$ cat config.mk
export PLATFORM = sky130hd
export DESIGN_NAME = sor_walk
export DESIGN_NICKNAME = d
export VERILOG_FILES = /design/src/rtl/spiral_order_matrix_reader_macros.svh /design/src/rtl/sor_pkg.sv /design/src/rtl/sor_walk.sv
export SDC_FILE = /design/constraint.sdc
export NUM_CORES = 1
export LEC_CHECK = 0
export BUFFER_PORTS_ARGS = -buffer_cell sky130_fd_sc_hd__buf_2
export CAP_MARGIN = 20
export CORE_UTILIZATION = 50
export DETAILED_ROUTE_END_ITERATION = 10
export PLACE_DENSITY = 0.68
export SYNTH_ARGS = -nofsm -noshare
export SYNTH_HDL_FRONTEND = slang
export SYNTH_SLANG_ARGS = --single-unit
$ cat constraint.sdc
create_clock -name clk -period 11.23 [get_ports clk]
set_input_delay 0.5615 -clock clk [delete_from_list [all_inputs] [get_ports clk]]
set_output_delay 0.5615 -clock clk [all_outputs]
set_load 0.01 [all_outputs]
$ cat src/rtl/spiral_order_matrix_reader_macros.svh
// assertion macros for the spiral matrix reader rtl
`ifndef SPIRAL_ORDER_MATRIX_READER_MACROS_SVH
`define SPIRAL_ORDER_MATRIX_READER_MACROS_SVH

// property that must hold at every clock edge out of reset
`define SOR_ASSERT(name, expr, msg) \
	name: assert property (@(posedge clk) disable iff (!arst_n) (expr)) else $error(msg);

// antecedent in one cycle implies consequent in the next
`define SOR_ASSERT_NEXT(name, ante, cons, msg) \
	name: assert property (@(posedge clk) disable iff (!arst_n) (ante) |=> (cons)) else $error(msg);

`endif

$ cat src/rtl/sor_pkg.sv
// types, constants and helpers for the spiral matrix reader
`timescale 1ns / 1ps

package sor_pkg;

	localparam int DATA_W       = 32;
	localparam int DIM_W        = 7;
	localparam int DIM_MAX      = 2**DIM_W - 1;
	localparam int POS_W        = 6;
	localparam int CNT_W        = 2 * DIM_W;
	localparam int KIND_W       = 2;
	localparam int CFG_IDX_W    = 1;
	localparam int OUT_TDATA_W  = 48;
	localparam int PAD_W        = OUT_TDATA_W - DATA_W - 2 * POS_W;
	localparam int DEF_MAX_ROWS = 64;
	localparam int DEF_MAX_COLS = 64;

	typedef enum logic [CFG_IDX_W-1:0] {
		REG_ROWS = 1'b0,
		REG_COLS = 1'b1
	} reg_idx_t;

	typedef enum logic [KIND_W-1:0] {
		KIND_LOAD    = 2'd0,
		KIND_EMIT    = 2'd1,
		KIND_RESTART = 2'd2
	} kind_t;

	typedef enum logic [3:0] {
		HEAD_RIGHT = 4'b0001,
		HEAD_DOWN  = 4'b0010,
		HEAD_LEFT  = 4'b0100,
		HEAD_UP    = 4'b1000
	} head_t;

	typedef struct packed {
		logic             emit;
		logic             wr;
		logic             status;
		logic             last;
		logic [POS_W-1:0] row;
		logic [POS_W-1:0] col;
	} walk_ctl_t;

	function automatic logic [DIM_W-1:0] eff_dim(input logic [DIM_W-1:0] dim,
		input logic [DIM_W-1:0] cap);
		logic [DIM_W-1:0] res;
		if (dim == '0) begin
			res = DIM_W'(1);
		end else if (dim > cap) begin
			res = cap;
		end else begin
			res = dim;
		end
		return res;
	endfunction

endpackage

$ cat src/rtl/sor_walk.sv
// dimension registers, load counter and spiral position sequencer
`timescale 1ns / 1ps

module sor_walk #(
	parameter int MAX_ROWS = sor_pkg::DEF_MAX_ROWS,
	parameter int MAX_COLS = sor_pkg::DEF_MAX_COLS,
	parameter int AW       = 12
) (
	input  logic                         clk,
	input  logic                         arst_n,
	input  logic                         cfg_we,
	input  logic [sor_pkg::CFG_IDX_W-1:0] cfg_index,
	input  logic [sor_pkg::DIM_W-1:0]    cfg_data,
	input  logic                         step,
	input  logic [sor_pkg::KIND_W-1:0]   kind,
	output sor_pkg::walk_ctl_t           ctl,
	output logic [AW-1:0]                addr
);
	import sor_pkg::*;

	localparam logic [DIM_W-1:0] CAP_ROWS = DIM_W'((MAX_ROWS > DIM_MAX) ? DIM_MAX : MAX_ROWS);
	localparam logic [DIM_W-1:0] CAP_COLS = DIM_W'((MAX_COLS > DIM_MAX) ? DIM_MAX : MAX_COLS);

	logic [DIM_W-1:0] rows_q, cols_q;
	logic [CNT_W-1:0] load_cnt_q, emit_cnt_q;
	logic [POS_W-1:0] row_q, col_q;
	logic [POS_W-1:0] top_q, bot_q, left_q, right_q;
	head_t            head_q;

	logic [DIM_W-1:0] eff_r, eff_c, rows_nx, cols_nx, eff_nr, eff_nc;
	logic [CNT_W-1:0] total, lin;
	kind_t            kind_c;
	logic             do_load, is_emit, bad, good, is_last;

	assign kind_c  = kind_t'(kind);
	assign eff_r   = eff_dim(rows_q, CAP_ROWS);
	assign eff_c   = eff_dim(cols_q, CAP_COLS);
	assign total   = {{DIM_W{1'b0}}, eff_r} * {{DIM_W{1'b0}}, eff_c};
	assign lin     = {{(CNT_W-POS_W){1'b0}}, row_q} * {{DIM_W{1'b0}}, eff_c}
		+ {{(CNT_W-POS_W){1'b0}}, col_q};

	assign rows_nx = (cfg_index == REG_ROWS) ? cfg_data : rows_q;
	assign cols_nx = (cfg_index == REG_COLS) ? cfg_data : cols_q;
	assign eff_nr  = eff_dim(rows_nx, CAP_ROWS);
	assign eff_nc  = eff_dim(cols_nx, CAP_COLS);

	assign do_load = step && (kind_c == KIND_LOAD) && (load_cnt_q < total);
	assign is_emit = step && (kind_c == KIND_EMIT);
	assign bad     = (load_cnt_q < total) || (emit_cnt_q >= total);
	assign good    = is_emit && !bad;
	assign is_last = (emit_cnt_q + CNT_W'(1)) == total;

	always_comb begin
		ctl.emit   = is_emit;
		ctl.wr     = do_load;
		ctl.status = bad;
		ctl.last   = !bad && is_last;
		ctl.row    = bad ? '0 : row_q;
		ctl.col    = bad ? '0 : col_q;
		addr       = do_load ? AW'(load_cnt_q) : AW'(lin);
	end

	always_ff @(posedge clk or negedge arst_n) begin
		if (!arst_n) begin
			rows_q     <= DIM_W'(1);
			cols_q     <= DIM_W'(1);
			load_cnt_q <= '0;
			emit_cnt_q <= '0;
			row_q      <= '0;
			col_q      <= '0;
			head_q     <= HEAD_RIGHT;
			top_q      <= '0;
			left_q     <= '0;
			bot_q      <= '0;
			right_q    <= '0;
		end else if (cfg_we) begin
			rows_q     <= rows_nx;
			cols_q     <= cols_nx;
			load_cnt_q <= '0;
			emit_cnt_q <= '0;
			row_q      <= '0;
			col_q      <= '0;
			head_q     <= HEAD_RIGHT;
			top_q      <= '0;
			left_q     <= '0;
			bot_q      <= POS_W'(eff_nr - DIM_W'(1));
			right_q    <= POS_W'(eff_nc - DIM_W'(1));
		end else if (step) begin
			unique case (kind_c)
				KIND_LOAD: begin
					if (do_load) begin
						load_cnt_q <= load_cnt_q + CNT_W'(1);
					end
				end
				KIND_EMIT: begin
					if (good) begin
						emit_cnt_q <= emit_cnt_q + CNT_W'(1);
						if (!is_last) begin
							unique case (head_q)
								HEAD_RIGHT: begin
									if (col_q < right_q) begin
										col_q <= col_q + POS_W'(1);
									end else begin
										top_q  <= top_q + POS_W'(1);
										head_q <= HEAD_DOWN;
										row_q  <= row_q + POS_W'(1);
									end
								end
								HEAD_DOWN: begin
									if (row_q < bot_q) begin
										row_q <= row_q + POS_W'(1);
									end else begin
										right_q <= right_q - POS_W'(1);
										head_q  <= HEAD_LEFT;
										col_q   <= col_q - POS_W'(1);
									end
								end
								HEAD_LEFT: begin
									if (col_q > left_q) begin
										col_q <= col_q - POS_W'(1);
									end else begin
										bot_q  <= bot_q - POS_W'(1);
										head_q <= HEAD_UP;
										row_q  <= row_q - POS_W'(1);
									end
								end
								HEAD_UP: begin
									if (row_q > top_q) begin
										row_q <= row_q - POS_W'(1);
									end else begin
										left_q <= left_q + POS_W'(1);
										head_q <= HEAD_RIGHT;
										col_q  <= col_q + POS_W'(1);
									end
								end
								default: begin
									head_q <= HEAD_RIGHT;
								end
							endcase
						end
					end
				end
				KIND_RESTART: begin
					load_cnt_q <= '0;
					emit_cnt_q <= '0;
					row_q      <= '0;
					col_q      <= '0;
					head_q     <= HEAD_RIGHT;
					top_q      <= '0;
					left_q     <= '0;
					bot_q      <= POS_W'(eff_r - DIM_W'(1));
					right_q    <= POS_W'(eff_c - DIM_W'(1));
				end
				default: begin
				end
			endcase
		end
	end

endmodule

## Word-level counts from Yosys, hierarchy flattened

Index checks and enable logic that the tools add are counted.

| word-level totals | value |
|---|---|
| register bits after elaboration | 82 |
| latch bits | 0 |
| RAM bits | 0 |
| bits in read-only memories | 0 |
| input bits | 14 |
| output and inout bits | 28 |
| logic and storage cells | 168 |
| memories | 0 |

| operators by class | value |
|---|---|
| $add $sub $neg | 15 |
| $mul | 2 |
| divide/modulo/power cells | 0 |
| magnitude comparators | 10 |
| equal/unequal tests | 27 |
| shift operators | 0 |
| mux-type cells | 79 |
| bitwise operators | 0 |
| reductions and logical operators | 24 |

Operator list:

| kind | count |
|---|---|
| 6-bit two-way mux | 46 |
| 14-bit two-way mux | 6 |
| 6-bit case mux with 2 select lines | 6 |
| 14-bit case mux with 2 select lines | 2 |
| 6-bit case mux with 4 select lines | 2 |
| 6-bit by 1-bit subtractor with 6-bit output (second input constant) | 8 |
| 7-bit two-way mux | 6 |
| 4-bit two-way mux | 8 |
| 4-bit inequality test (second input constant) | 8 |
| 14-bit by 1-bit adder with 14-bit output (second input constant) | 2 |
| 7-bit greater-than comparator (second input constant) | 4 |
| 7-bit zero test | 4 |
| 6-bit by 1-bit adder with 6-bit output (second input constant) | 4 |
| 6-bit AND reduction | 4 |
| 3-bit inequality test (second input constant) | 7 |
| 9-bit AND reduction | 2 |
| 4-bit case mux with 4 select lines | 1 |
| 14-bit equality test | 1 |
| 14-bit greater-or-equal comparator | 1 |
| 14-bit < comparator | 1 |
| 7-bit by 7-bit multiplier with 14-bit output | 1 |
| 12-bit by 6-bit adder with 12-bit output | 1 |
| 6-bit greater-than comparator | 2 |
| 6-bit < comparator | 2 |
| other kinds (19) | 28 |

## Logic depth before layout (Yosys ltp)

Gate-level depths: netlist (run 1).

| logic depth | value |
|---|---|
| depth in word-level cells | 12 |
| mapped depth | 31 |

## Worst setup path before layout (run 1)

Ideal clock, no wire load.

| path | value |
|---|---|
| kind | register to output |
| start | reg rows_q[2] |
| end | out ctl[12] in the netlist's numbering |
| arrival | 7688 ps |
| path slack | 2980 ps |
| cell stages (with the launch flop) | 29 |
| buffers on the path | 2 |
| path through | dfrtp_1 -> or3_1 -> o41a_1 -> buf_2 -> inv_1 -> nand2_1 -> fa_1 -> fa_1 -> inv_1 -> fa_1 -> inv_1 -> fa_1 -> inv_1 -> ha_1 -> and4_1 -> o21ai_1 -> a211oi_1 -> a2111oi_2 -> ha_1 -> and4_1 -> a2111oi_0 -> a21oi_1 -> maj3_2 -> maj3_2 -> maj3_2 -> nor2_2 -> inv_1 -> buf_2 -> nor4_1 |

RTL lines:

| what | line | text |
|---|---|---|
| start, declared | sor_walk.sv:24 | `logic [DIM_W-1:0] rows_q, cols_q;` |
| start signal, assigned | sor_walk.sv:77 | `rows_q <= rows_nx;` |
| end, declared | sor_walk.sv:16 | `output sor_pkg::walk_ctl_t ctl,` |

==> key figures, run 1 <==
Global routing
  – GR Overflow Total: 0
  – Global-route wire length before repair: 43200 microns
  – Maximum number of pins on one net before global-route repair: 64
  – Total routing resource utilization after global routing: 0.2742
  – Via count of the first global-routing pass: about 8000
  – Initial antenna violation count: 1

Synth
  – Net count after synthesis: ~1400
  – Sequential cell area fraction in the yosys report: 0.2044
  – Post-synthesis average cell area: approximately 8.4 sq um
  – Post-synthesis instance area: between 0.01 and 0.015 sq mm
  – Share of the synthesized area in the top cell type: 0.1966
  – Async set-or-reset flop fraction in the synthesized netlist: 1.000
  – Main combinational cell family by area after synthesis: adder cells
  – Predominant post-synthesis flop cell: sky130_fd_sc_hd__dfrtp_1
  – EDFF count, synth: 0
  – Post-synthesis compound-gate area fraction: 0.1494
  – Count of cell types in the netlist: just under 80
  – Largest area contributor in the netlist: sky130_fd_sc_hd__dfrtp_1
  – Adder-cell area share of the yosys netlist: 0.2500
  – Number of standard cells after synthesis: 1200
  – Top area cells in the synthesized netlist: sky130_fd_sc_hd__dfrtp_1, sky130_fd_sc_hd__ha_1, sky130_fd_sc_hd__fa_1
  – Xor/xnor cell area share of the yosys netlist: 0.05972
  – Area fraction in and, or, nand and nor cells after synthesis: 0.2235
  – Number of storage elements in the synthesis netlist: ~80
  – Synth warn: 0
  – Proportion of synthesized area in mux cells: 0.05077

Drt
  – Detailed-route DRC error count: 0
  – Routed vias: about 8700
  – Avg WL per Cell: between 15 and 20 microns
  – Initial DRT Pass Iterations: 5
  – Sum of routed wire length over all layers: between 20000 and 30000 microns
  – Remaining antenna violation count after routing: 0
  – Detailed router's first-iteration violation count: between 700 and 800
  – Average vias per placed instance: between 5 and 6

Finish
  – Layout net count: roughly 1400
  – Commonest cells after routing, fill and taps aside: sky130_fd_sc_hd__nor2_1, sky130_fd_sc_hd__ha_1, sky130_fd_sc_hd__inv_1
  – Most common library cell in the layout ignoring fill and taps: sky130_fd_sc_hd__nor2_1
  – Growth of design area from synthesis to finish: 7.092%
  – Share of final-layout standard cells stronger than drive strength 1: 0.09136

Place
  – Placed wire-length estimate after detailed placement: roughly 21000 microns
  – Port Buffers: between 40 and 50
  – GP Congestion: 0.9355

Critical path
  – Critical Setup Path Class: flop to primary output
  – Nature of the critical path endpoint: primary output
  – Worst path required time: about 11 ns
  – Launch instance of the worst register-to-register path: rows_q[2]
  – Setup slack, reg-to-reg: roughly 2 ns
  – Worst reg2reg path depth: 27
  – Critical path peak fanout: 15
  – Worst R2R End: col_q[5]
  – Crit path DAT: about 9.4 ns
  – Sort of element at the start of the critical path: flop

Power
  – Highest ir drop seen on vdd: 0.09281 mV
  – Leakage dissipation: 5.101 nW
  – Cell Pwr Density: 118.8 mW/mm^2

Hold path
  – Class of the most critical hold timing path: input pin to async pin

Clocking
  – Cells resized by post-CTS repair: 0
  – Clock slew at reported path FFs: ~0.070 ns
  – Clock H-tree levels: 3
  – CTS tree: yes
  – CTS buffer count: 9
  – Clock insertion delay at the later pin of the skew report: 0.36 ns
  – CTS Hold Buffers Added: 0
  – Worst-case clock buffer depth: 2
  – Clock sink count: 82
  – Post-CTS setup buffers: 0
  – Clock Tree Root: sky130_fd_sc_hd__clkbuf_16

STA
  – Max Fclk: around 100 MHz
  – Setup TNS: 0 ns
  – RSZ-0062 raised after global routing: no
  – Hold violation total from the final report: 0
  – Final Skew: about 0.012 ns
  – Slew Limit Fails: 0
  – Setup-violating endpoint count in the final report: 0
  – Final period demand of the worst path: 9.921 ns
  – Fraction of the cycle the final worst path needs: 0.8835
  – Worst-margin pin slew: slightly above 1 ns
  – Max-Slew Margin vs Limit: 0.3085
  – Hold slack final: 0.2228 ns

Floorplan
  – Number of ports placed on the die boundary: 42
  – Number of rows in the core area: roughly 50
  – Horizontal die dimension: approximately 140 microns
  – Standard cell core area: between 0.015 and 0.02 sq mm
  – Starting density of the core: 0.5133
  – Die area: about 0.021 sq mm
  – Y dimension of the die: ~140 microns

Outcome
  – Run status: complete, no violations

Flow run
  – Number of max-capacitance violations reported: 0
-- Yosys cell counts (24+ instances only) --
library cell               count
sky130_fd_sc_hd__mux2i_1      24
sky130_fd_sc_hd__dfrtp_1      79
sky130_fd_sc_hd__nand3_1      27
sky130_fd_sc_hd__xnor2_1      45
sky130_fd_sc_hd__fa_1         49
sky130_fd_sc_hd__a21oi_1      61
sky130_fd_sc_hd__o21ai_0      26
sky130_fd_sc_hd__clkbuf_1     34
sky130_fd_sc_hd__nor3_1       32
sky130_fd_sc_hd__nand2b_1     32
sky130_fd_sc_hd__nor2_1      146
sky130_fd_sc_hd__and2_1       26
sky130_fd_sc_hd__nand2_1     103
sky130_fd_sc_hd__ha_1        119
sky130_fd_sc_hd__inv_1       112
-- through the flow --
| stage | setup slack, ns | instances | utilization | cell area [sq um] | power, mW |
|---|---|---|---|---|---|
| finish | 1.309 | 1481 | 0.5497 | 10770 | 1.279 |
| global route | 0.9506 | 1481 | 0.5497 | 10770 | 1.369 |
| CTS | 1.391 | 1480 | 0.5496 | 10770 | 1.282 |
| detailed placement | 1.776 | 1464 | 0.5339 | 10460 | 0.9537 |
| global placement | 2.019 | 1464 | 0.5339 | 10460 | 0.9407 |
| floorplan | 2.980 | 1200 | - | 10060 | 0.7952 |
-- sequential cells by signal, indices dropped and copies added (netlist names) --
name,cells
bot_q,6
col_q,6
cols_q,7
emit_cnt_q,14
head_q,4
left_q,6
load_cnt_q,14
right_q,6
row_q,6
rows_q,7
top_q,6
-- report_power, final --
part | internal, mW | switching, mW
Sequential | 0.328 | 0.0372
Clock | 0.177 | 0.148
Combinational | 0.232 | 0.358
-- layout make-up --
type,count,area (sq um)
clock inverters,7,82.58
diodes,1,2.502
inverters,112,420.4
well taps,265,331.6
repair buffers,48,260.3
clock buffers,9,225.2
multi-input cells,957,7391
flip-flops and latches,82,2056
fillers,1841,8821
-- routing by layer --
metal  vias up  global-route usage  part of all wire
li1       4212                   -                 -
met1      4186              0.3987              0.47
met2       301              0.4096              0.44
met3        45             0.04632             0.063
met4         0             0.09015             0.027
met5         -                   0                 0
-- worst max-delay path, stage by stage (launching register included) --
cell and delay, ns:
sky130_fd_sc_hd__dfrtp_1 0.40, sky130_fd_sc_hd__or3_1 0.40, sky130_fd_sc_hd__o41a_1 0.48, sky130_fd_sc_hd__inv_1 0.10, sky130_fd_sc_hd__nand2_1 0.08, sky130_fd_sc_hd__fa_1 0.55
sky130_fd_sc_hd__fa_1 0.56, sky130_fd_sc_hd__inv_1 0.06, sky130_fd_sc_hd__fa_1 0.52, sky130_fd_sc_hd__inv_1 0.05, sky130_fd_sc_hd__fa_1 0.54, sky130_fd_sc_hd__inv_1 0.05
sky130_fd_sc_hd__ha_1 0.35, sky130_fd_sc_hd__and4_1 0.24, sky130_fd_sc_hd__o21ai_1 0.21, sky130_fd_sc_hd__a211oi_1 0.12, sky130_fd_sc_hd__a2111oi_2 0.56, sky130_fd_sc_hd__ha_1 0.35
sky130_fd_sc_hd__and4_1 0.21, sky130_fd_sc_hd__a2111oi_0 0.45, sky130_fd_sc_hd__a21oi_1 0.18, sky130_fd_sc_hd__maj3_2 0.34, sky130_fd_sc_hd__maj3_2 0.31, sky130_fd_sc_hd__maj3_2 0.48
sky130_fd_sc_hd__nor2_2 0.47, sky130_fd_sc_hd__inv_1 0.42, sky130_fd_sc_hd__nor4_1 0.34, sky130_fd_sc_hd__buf_2 0.17
-- logic make-up after synthesis --
kind of cell | count (synthesis)
DFF | 82
xor gates and xnor gates | 67
AOI/OAI and AO/OA | 218
buffers and inverters | 161
and+or+nand+nor | 452
muxes | 48
adders and majority gates | 172
-- worst max-delay path by stage --
stage	to	start	depth (start not counted)	slack, ns
floorplan	ctl[12]	rows_q[2]	28	2.98
global placement	ctl[12]	rows_q[2]	27	2.02
detailed placement	ctl[12]	rows_q[2]	27	1.78
CTS	ctl[12]	rows_q[2]	27	1.39
global route	ctl[12]	rows_q[2]	27	0.95
finish	ctl[12]	rows_q[2]	27	1.31
No activity file was read; power rests on OpenSTA's default activity.
==> run 2, diff against run 1 <==
--- a/config.mk
+++ b/config.mk
@@ -8,6 +8,7 @@
 export BUFFER_PORTS_ARGS = -buffer_cell sky130_fd_sc_hd__buf_2
 export CAP_MARGIN = 20
 export CORE_UTILIZATION = 50
+export CTS_BUF_LIST = sky130_fd_sc_hd__clkbuf_4 sky130_fd_sc_hd__clkbuf_8
 export DETAILED_ROUTE_END_ITERATION = 10
 export PLACE_DENSITY = 0.68
 export SYNTH_ARGS = -nofsm -noshare
==> run 2 against run 1 <==
Largest cell class unchanged. Highest routed layer unchanged. Largest power group unchanged. Core utilization fell by 0.52 points. Maximum frequency fell by 1.4%. Setup slack got worse by 0.14 ns. Final cell count did not move. Global-route usage fell by 0.062 points. Critical endpoint unchanged.
==> key figures, run 2 (synthesis gave the netlist of run 1 again) <==
Critical path
  – Cell family with most CP delay: adder cells
  – CP max-delay cell: sky130_fd_sc_hd__a2111oi_2
  – Worst reg2reg path depth: 27 (unchanged)
  – Number of gates on the worst path with buffers counted: 27 (unchanged)
  – Worst path required time: 10.67 ns (about the same)
  – Launch instance of the worst register-to-register path: rows_q[2]
  – Setup slack, reg-to-reg: 1.88 ns (-0.12 ns)
  – Nature of the critical path endpoint: primary output
  – Crit path DAT: 9.50 ns (+0.14 ns)
  – Worst R2R End: col_q[5]
  – Critical path peak fanout: 15 (unchanged)
  – Highest cell delay on the worst timing path: 0.57 ns (about the same)
  – Critical Setup Path Class: flop to primary output
  – Sort of element at the start of the critical path: flop
  – Worst path buffer plus inverter count: 6 (unchanged)
  – CP dominant cell by count: sky130_fd_sc_hd__inv_1

STA
  – Fraction of the cycle the final worst path needs: 0.8958 (+0.01234)
  – Hold violation total from the final report: 0 (unchanged)
  – Max Fclk: 99.41 MHz (-1.4%)
  – Max-Slew Margin vs Limit: 0.3272 (+0.01869)
  – Final worst-path setup slack: 1.170 ns (-0.1386 ns)
  – Final period demand of the worst path: 10.06 ns (+0.1386 ns)
  – RSZ-0062 raised after global routing: no
  – Slew Limit Fails: 0 (unchanged)
  – Setup-violating endpoint count in the final report: 0 (unchanged)
  – Final Skew: 0.01658 ns (+0.004676 ns)
  – Worst-margin pin slew: 0.9999 ns (-0.02779 ns)
  – Setup TNS: 0 ns (unchanged)

Global routing
  – Most Crowded Layer GR: met2
  – Total routing resource utilization after global routing: 0.2736 (-0.0006167)
  – GR Overflow Total: 0 (unchanged)
  – Maximum number of pins on one net before global-route repair: 64 (unchanged)
  – Fraction of met2 tracks used by global routing: 0.4093 (about the same)
  – Initial antenna violation count: 1 (unchanged)
  – Met1 track utilization from global routing: 0.4028 (+0.004032)
  – Via count of the first global-routing pass: 8079 (-0.30%)
  – Met3 track demand over resource: 0.03865 (-0.007664)
  – Global-route wire length before repair: 43150 microns (-0.13%)

Place
  – Placed wire-length estimate after detailed placement: 20890 microns (unchanged)
  – Placed cell areas: 0.01046 sq mm (unchanged)
  – Port Buffers: 41 (unchanged)
  – Dpl ws: 1.776 ns (unchanged)
  – GP Congestion: 0.9355 (unchanged)

Power
  – Share of total power in the clock network: 0.206 (-0.048)
  – Cell Pwr Density: 112.5 mW/mm^2 (-5.3%)
  – Overall power of the completed layout: 1.201 mW (-6.2%)
  – Highest ir drop seen on vdd: 0.06910 mV (-26%)
  – Combinational fraction of design power: 0.491 (+0.030)
  – Cell-internal power: 0.6662 mW (-9.5%)
  – Sequential share of power: 0.304 (+0.019)
  – Leakage dissipation: 5.055 nW (-0.91%)
  – Switching pwr: 0.5343 mW (-1.6%)
  – Switching power share of the total: 0.4451 (+0.02077)

Hold path
  – Class of the most critical hold timing path: input pin to async pin

Clocking
  – Clock H-tree levels: 3 (unchanged)
  – CTS tree: yes
  – Clock Tree Root: sky130_fd_sc_hd__clkbuf_8
  – Clock insertion delay at the later pin of the skew report: 0.40 ns (+0.04 ns)
  – Clock slew at reported path FFs: 0.11 ns (+0.04 ns)
  – CTS Hold Buffers Added: 0 (unchanged)
  – Clock sink count: 82 (unchanged)
  – Cells resized by post-CTS repair: 0 (unchanged)
  – Post-CTS setup buffers: 0 (unchanged)
  – Worst-case clock buffer depth: 2 (unchanged)
  – CTS buffer count: 9 (unchanged)

Finish
  – Layout net count: 1392 (unchanged)
  – Most common library cell in the layout ignoring fill and taps: sky130_fd_sc_hd__nor2_1
  – Leading registers by flop count: emit_cnt_q x14, load_cnt_q x14
  – Layout Cell Area excl Fill: 0.01067 sq mm (-0.94%)
  – Commonest cells after routing, fill and taps aside: sky130_fd_sc_hd__nor2_1, sky130_fd_sc_hd__ha_1, sky130_fd_sc_hd__inv_1
  – Final core occ: 0.5445 (-0.005173)
  – Growth of design area from synthesis to finish: 6.084%
  – Share of final-layout standard cells stronger than drive strength 1: 0.09136 (unchanged)

Drt
  – Detailed router's first-iteration violation count: 794 (+3.3%)
  – Detailed-route DRC error count: 0 (unchanged)
  – Sum of routed wire length over all layers: 26990 microns (about the same)
  – Remaining antenna violation count after routing: 0 (unchanged)
  – Initial DRT Pass Iterations: 7 (+2)
  – Average vias per placed instance: 5.897 (-0.13%)
  – Avg WL per Cell: 18.22 microns (about the same)
  – Routed vias: 8733 (-0.13%)

Floorplan
  – Starting density of the core: 0.5133 (unchanged)
  – Y dimension of the die: 143.8 microns (unchanged)
  – Number of ports placed on the die boundary: 42 (unchanged)
  – Horizontal die dimension: 143.8 microns (unchanged)
  – Standard cell core area: 0.01959 sq mm (unchanged)
  – Die area: 0.02068 sq mm (unchanged)
  – Number of rows in the core area: 51 (unchanged)

Outcome
  – Run status: complete, no violations

Flow run
  – Number of max-capacitance violations reported: 0 (unchanged)
run 2: cell count changes in the layout (fill, tap and decap cells not counted):
cell | previous run | this run
sky130_fd_sc_hd__clkbuf_16 | 9 | 0
sky130_fd_sc_hd__clkbuf_8 | 0 | 9
run 2: power by group through the flow:
stage / clock, mW / sequential [mW] / combinational, mW
finish: 0.247 / 0.365 / 0.589
global route: 0.262 / 0.369 / 0.658
CTS: 0.251 / 0.364 / 0.589
detailed placement: 0 / 0.370 / 0.584
global placement: 0 / 0.369 / 0.571
floorplan: 0 / 0.352 / 0.444
run 2: layer usage:
metal | up-vias | part of all wire
met4 | 0 | 0.025
met5 | - | 0
met2 | 328 | 0.44
met3 | 39 | 0.070
met1 | 4163 | 0.47
li1 | 4203 | -
run 2: worst reg2reg max path, cell delays in order (launching register included):
cell,delay (ns)
sky130_fd_sc_hd__dfrtp_1,0.41
sky130_fd_sc_hd__or3_1,0.40
sky130_fd_sc_hd__o41a_1,0.48
sky130_fd_sc_hd__inv_1,0.10
sky130_fd_sc_hd__nand2_1,0.08
sky130_fd_sc_hd__fa_1,0.56
sky130_fd_sc_hd__fa_1,0.56
sky130_fd_sc_hd__inv_1,0.06
sky130_fd_sc_hd__fa_1,0.52
sky130_fd_sc_hd__inv_1,0.05
sky130_fd_sc_hd__fa_1,0.54
sky130_fd_sc_hd__inv_1,0.05
sky130_fd_sc_hd__ha_1,0.35
sky130_fd_sc_hd__and4_1,0.24
sky130_fd_sc_hd__o21ai_1,0.21
sky130_fd_sc_hd__a211oi_1,0.12
sky130_fd_sc_hd__a2111oi_2,0.57
sky130_fd_sc_hd__ha_1,0.35
sky130_fd_sc_hd__and4_1,0.21
sky130_fd_sc_hd__a2111oi_0,0.49
sky130_fd_sc_hd__a21oi_1,0.18
sky130_fd_sc_hd__maj3_2,0.34
sky130_fd_sc_hd__maj3_2,0.31
sky130_fd_sc_hd__maj3_2,0.48
sky130_fd_sc_hd__nor2_2,0.48
sky130_fd_sc_hd__inv_1,0.43
sky130_fd_sc_hd__o311ai_0,0.44
sky130_fd_sc_hd__o41ai_1,0.15
run 2: final cells by class:
type                       count  area, sq um
fill                        1859         8922
multi-input combinational    957         7391
sequential                    82         2056
inverter                     112        420.4
tap                          265        331.6
timing repair buffer          48        260.3
clock buffer                   9        123.9
clock inverter                 7        82.58
antenna                        1        2.502
run 2: worst max path at each step:
stage / startpoint / slack, ns / endpoint
after floorplan: rows_q[2] / 2.98 / ctl[12]
after global placement: rows_q[2] / 2.02 / ctl[12]
after detailed placement: rows_q[2] / 1.78 / ctl[12]
after CTS: rows_q[2] / 1.34 / ctl[12]
after global routing: rows_q[2] / 0.90 / ctl[12]
final: rows_q[2] / 1.17 / ctl[12]
run 2: per-stage QoR:
stage	std cells	hold WS [ns]
final	1481	0.1910
after global routing	1481	0.2387
after CTS	1480	0.2043
after detailed placement	1464	0.5288
after global placement	1464	0.5104
after floorplan	1200	0.2659
